--- config.mk ---
export PLATFORM = sky130hd
export DESIGN_NAME = deqs_cell
export DESIGN_NICKNAME = d
export VERILOG_FILES = /design/src/sv/deqs_pkg.sv /design/src/sv/deqs_cell.sv
export SDC_FILE = /design/constraint.sdc
export NUM_CORES = 1
export LEC_CHECK = 0
export ABC_AREA = 1
export BUFFER_PORTS_ARGS = -buffer_cell sky130_fd_sc_hd__buf_2
export CAP_MARGIN = 20
export CORE_UTILIZATION = 42
export CTS_BUF_LIST = sky130_fd_sc_hd__clkbuf_16
export DETAILED_ROUTE_END_ITERATION = 8
export PLACE_DENSITY = 0.82
export SETUP_SLACK_MARGIN = 0.15
export SLEW_MARGIN = 20
export SYNTH_ARGS = -nofsm -noshare
export SYNTH_HDL_FRONTEND = slang
export SYNTH_SLANG_ARGS = --single-unit
export TNS_END_PERCENT = 30
--- constraint.sdc ---
create_clock -name clk -period 5 [get_ports clk]
set_input_delay 0.75 -clock clk [delete_from_list [all_inputs] [get_ports clk]]
set_output_delay 0.75 -clock clk [all_outputs]
set_load 0.005 [all_outputs]
--- src/sv/deqs_pkg.sv ---
// Shared constants, codes and types for the double-ended queue with search.
package deqs_pkg;

  localparam int CAPACITY     = 64;
  localparam int DATA_WIDTH   = 32;
  localparam int IDX_W        = (CAPACITY > 1) ? $clog2(CAPACITY) : 1;
  localparam int CNT_W        = $clog2(CAPACITY + 1);
  localparam int ACTION_W     = 4;
  localparam int STATUS_W     = 2;

  typedef logic [DATA_WIDTH-1:0] word_t;
  typedef logic [IDX_W-1:0]      idx_t;
  typedef logic [CNT_W-1:0]      cnt_t;

  typedef enum logic [ACTION_W-1:0] {
    ACT_ADD_FRONT  = 4'd0,
    ACT_ADD_BACK   = 4'd1,
    ACT_POP_FRONT  = 4'd2,
    ACT_POP_BACK   = 4'd3,
    ACT_PEEK_FRONT = 4'd4,
    ACT_PEEK_BACK  = 4'd5,
    ACT_REMOVE     = 4'd6,
    ACT_FIND       = 4'd7,
    ACT_DUMP       = 4'd8
  } action_t;

  typedef enum logic [STATUS_W-1:0] {
    STAT_OK      = 2'd0,
    STAT_EMPTY   = 2'd1,
    STAT_FULL    = 2'd2,
    STAT_NOMATCH = 2'd3
  } status_t;

  typedef enum logic {
    S_IDLE = 1'b0,
    S_WALK = 1'b1
  } state_t;

  // Per-cycle command broadcast to every cell of the chain
  typedef enum logic [2:0] {
    OP_HOLD = 3'd0,
    OP_SHR  = 3'd1,
    OP_SHL  = 3'd2,
    OP_PUT  = 3'd3,
    OP_ROT  = 3'd4
  } cell_op_t;

  typedef struct packed {
    cell_op_t op;
    cnt_t     count;
    word_t    item;
  } cell_ctl_t;

endpackage

--- src/sv/deqs_cell.sv ---
// One storage cell of the chain: holds a word and on command takes a neighbour's word, the new item or the head word.
module deqs_cell (
  input  logic                 clk,
  input  deqs_pkg::cell_ctl_t  ctl,
  input  deqs_pkg::idx_t       idx,
  input  deqs_pkg::word_t      left_word,
  input  deqs_pkg::word_t      right_word,
  input  deqs_pkg::word_t      head_word,
  output deqs_pkg::word_t      word,
  output deqs_pkg::word_t      tail_word
);

  deqs_pkg::word_t word_r;
  deqs_pkg::word_t word_nxt;
  deqs_pkg::cnt_t  pos;
  logic            is_tail;
  logic            in_body;

  // locate this cell against the held region
  assign pos     = deqs_pkg::cnt_t'(idx);
  assign is_tail = (pos + deqs_pkg::cnt_t'(1)) == ctl.count;
  assign in_body = (pos + deqs_pkg::cnt_t'(1)) < ctl.count;

  // select the next word
  always_comb begin
    word_nxt = word_r;
    unique case (ctl.op)
      deqs_pkg::OP_HOLD: word_nxt = word_r;
      deqs_pkg::OP_SHR:  word_nxt = left_word;
      deqs_pkg::OP_SHL:  word_nxt = right_word;
      deqs_pkg::OP_PUT:  word_nxt = (pos == ctl.count) ? ctl.item : word_r;
      deqs_pkg::OP_ROT: begin
        if (is_tail) begin
          word_nxt = head_word;
        end else if (in_body) begin
          word_nxt = right_word;
        end
      end
      default: word_nxt = word_r;
    endcase
  end

  // hold the word
  always_ff @(posedge clk) begin
    word_r <= word_nxt;
  end

  assign word      = word_r;
  assign tail_word = is_tail ? word_r : '0;

endmodule

==> key figures <==
Layout
  – Layout cells sized above 1: about a third
  – Leading cell type in the layout, fill and taps excluded: buf_2
  – Fillers: around 630
  – Area Growth Syn to Fin: 41.8%
  – Leading cell types in the layout, fill and taps excluded: buf_2, nand2_1, inv_1
  – Max FFs per register: 32
  – Antenna Diode Count: 0
  – End-of-flow core utilization: 62.0%
  – Non-Filler Instances: between 700 and 800
  – Final nets: 808

Placement
  – Placement Setup Slack: between 1000 and 1500 ps
  – Total half-perimeter wirelength after legalization and detailed placement: slightly above 7 mm
  – Number of cells after detailed placement: approximately 740
  – IO Port Bufs: between 200 and 250
  – Gpl congestion: 0.850

Yosys
  – Leading register cell type out of synthesis: edfxtp_1
  – Synthesized instance count: about 460
  – Syn. warnings: 0
  – Post-synth EDFFs: 32
  – Share of the yosys chip area belonging to registers: about a third
  – Async S/R FF share, synth: 0%
  – Register bit count reported by yosys: 32
  – Syn Area/Cell: 6.48 um^2
  – Count of distinct cell types in the synthesized netlist: 21
  – Net count of the mapped netlist: 611
  – Post-synthesis cell area: between 0.002 and 0.003 mm^2

Job
  – Maximum Capacitance Violations: 0

CTS
  – Root buffer cell: clkbuf_16
  – Clk sink count: 32
  – Hold buffer count at CTS: 0
  – Post-cts sizing count: 0
  – Setup fix buffers added after clock tree synthesis: 0
  – Number of buffers created by CTS: 5
  – Number of H-tree levels: 2
  – Clock-pin slew reported for the worst setup and hold paths after clock tree synthesis: about 50 ps
  – Largest buffer count on any clock path: 2
  – Clock tree from TritonCTS: done

Floorplan
  – Floorplan core area: 0.00679 mm^2
  – Die Width: around 86 um
  – Y dimension of the die: ~86 um
  – # IOs: between 200 and 250
  – Floorplan die area: 0.00741 mm^2
  – Initial Utilization: 43.7%
  – Number of placement rows: 30

Worst setup path
  – Kind of end point of the critical path: primary output
  – Required time of the critical path: around 4300 ps
  – Worst stage delay on the critical path: between 400 and 500 ps
  – Critical path arrival: about 3100 ps
  – Category of the critical setup timing path: input pin to primary output
  – Launching element type of the critical path: input pin
  – Critical path peak fanout: 36
  – CP Cell Sequence: buf_2 > ha_1 > nand3_1 > nor3b_1 > ha_1 > nand2_1 > nor2_4 > nand2_2 > buf_4 > nor2_1 > buf_2
  – Slowest stage cell, crit path: nand2_2

GRT
  – Total routing usage reported by global routing: between 20 and 30%
  – Largest net degree at the start of global routing: 37
  – Global-route wire length before repair: 15.1 mm
  – Via count of the first global-routing pass: roughly 3500
  – Initial antenna violation count: 0
  – Remaining global-route overflow: 0

Pwr
  – Sw power: around 0.26 mW
  – Sequential share of power: between 40% and 50%
  – Internal power contribution: approximately 0.63 mW
  – Switching power as a share of total power: 28.7%
  – Leakage power: between 2 and 2.5 nW
  – Fraction of power consumed by the clock network: a little under a third
  – VDD IR-drop max: between 0.1 and 0.15 mV
  – Combinational fraction of design power: between 20 and 30%
  – Pwr/cell area: 211 mW/mm^2

Timing
  – Worst slew margin relative to its limit: 41.6%
  – Final Max Slew Viols: 0
  – Total setup violations reported at the end of the flow: 0
  – Total Negative Setup Slacks: 0 ps
  – Hold violation total from the final report: 0
  – F_max: between 200 and 300 MHz
  – Setup repair after global routing missed its margin: no
  – Slew at the pin closest to its max-slew limit: 874 ps
  – Fin crit period: roughly 3800 ps
  – Worst setup slack after layout: ~1200 ps
  – Period Utilization, post-route: between 70% and 80%

Drt
  – Final WL: approximately 9.6 mm
  – DRC: 0
  – Via count: between 3000 and 4000
  – Mean routed wirelength per cell: 12.7 um
  – Pre-Repair DR Iteration Count: 4
  – Number of DRC violations after detailed-routing iteration 0: about 200
  – Via density per instance: roughly 5.0
  – Post-route ant nets: 0

Run status
  – Run status: finished, final reports clean

Worst hold path
  – Classification of the worst-slack hold path: input pin to flip-flop
-- final timing paths --
kind | start | slack [ps] | depth (start not counted) | end
worst max-delay path | idx[1] | 1160 | 11 | tail_word[27]
worst min-delay path | left_word[20] | 780 | 3 | word[20]$_DFFE_PP_
-- synthesized netlist by cell type (2+ instances only) --
library cell | instances | area [um^2]
nand4_1 | 32 | 200
nor2_4 | 2 | 22.5
inv_1 | 79 | 297
ha_1 | 8 | 100
o21ai_0 | 2 | 10.0
nand3b_1 | 32 | 240
clkbuf_1 | 3 | 11.3
nor2_1 | 42 | 158
nand2_1 | 156 | 586
a21oi_1 | 3 | 15.0
nand3_1 | 35 | 175
buf_2 | 21 | 105
xor2_1 | 4 | 35.0
edfxtp_1 | 32 | 961
-- cell families after synthesis --
kind of cell	after synthesis	synth area share (%)
AOI/OAI and AO/OA	7	1.39
buffers and inverters	105	14.2
xor gates and xnor gates	4	1.18
DFF	32	32.4
adders and majority gates	8	3.37
and+or+nand+nor	302	47.5
-- per-layer routing --
metal  up-vias  global-route usage, %  wire length, um
met2       203                   51.0             5040
met5         -                      0                0
li1       1846                      -                -
met4         0                   7.88              135
met1      1690                   27.6             3730
met3        18                   2.89              663
-- power groups by stage --
stage	combinational (mW)	sequential, mW	clock [mW]
6_report	0.249	0.367	0.274
5_1_grt	0.279	0.370	0.292
4_1_cts	0.250	0.366	0.282
3_5_place_dp	0.249	0.371	0
3_3_place_gp	0.240	0.370	0
2_1_floorplan	0.115	0.370	0
-- worst max-delay path, delay by kind of cell --
kind,cells,cell delay [ps]
adder cells (fa/ha/maj),2,480
buffers and inverters,3,690
AND/OR/NAND/NOR,6,1140
-- area by class of cell --
class	instances	area (um^2)	area share (%)
clock buffers	5	125	2.97
clock inverters	3	11.3	0.267
inverters	80	300	7.13
multi-input cells	321	1600	38.0
flip-flops and latches	32	961	22.8
well taps	96	120	2.85
repair buffers	215	1090	26.0
-- metrics by stage --
| stage | power (mW) | area, um^2 | hold WS (ps) |
|---|---|---|---|
| final | 0.890 | 4210 | 780 |
| after global routing | 0.940 | 4210 | 783 |
| after CTS | 0.898 | 4210 | 773 |
| after detailed placement | 0.619 | 4080 | 1050 |
| after global placement | 0.610 | 4080 | 1050 |
| after floorplan | 0.486 | 2970 | 956 |
No activity file was read; power rests on OpenSTA's default activity.
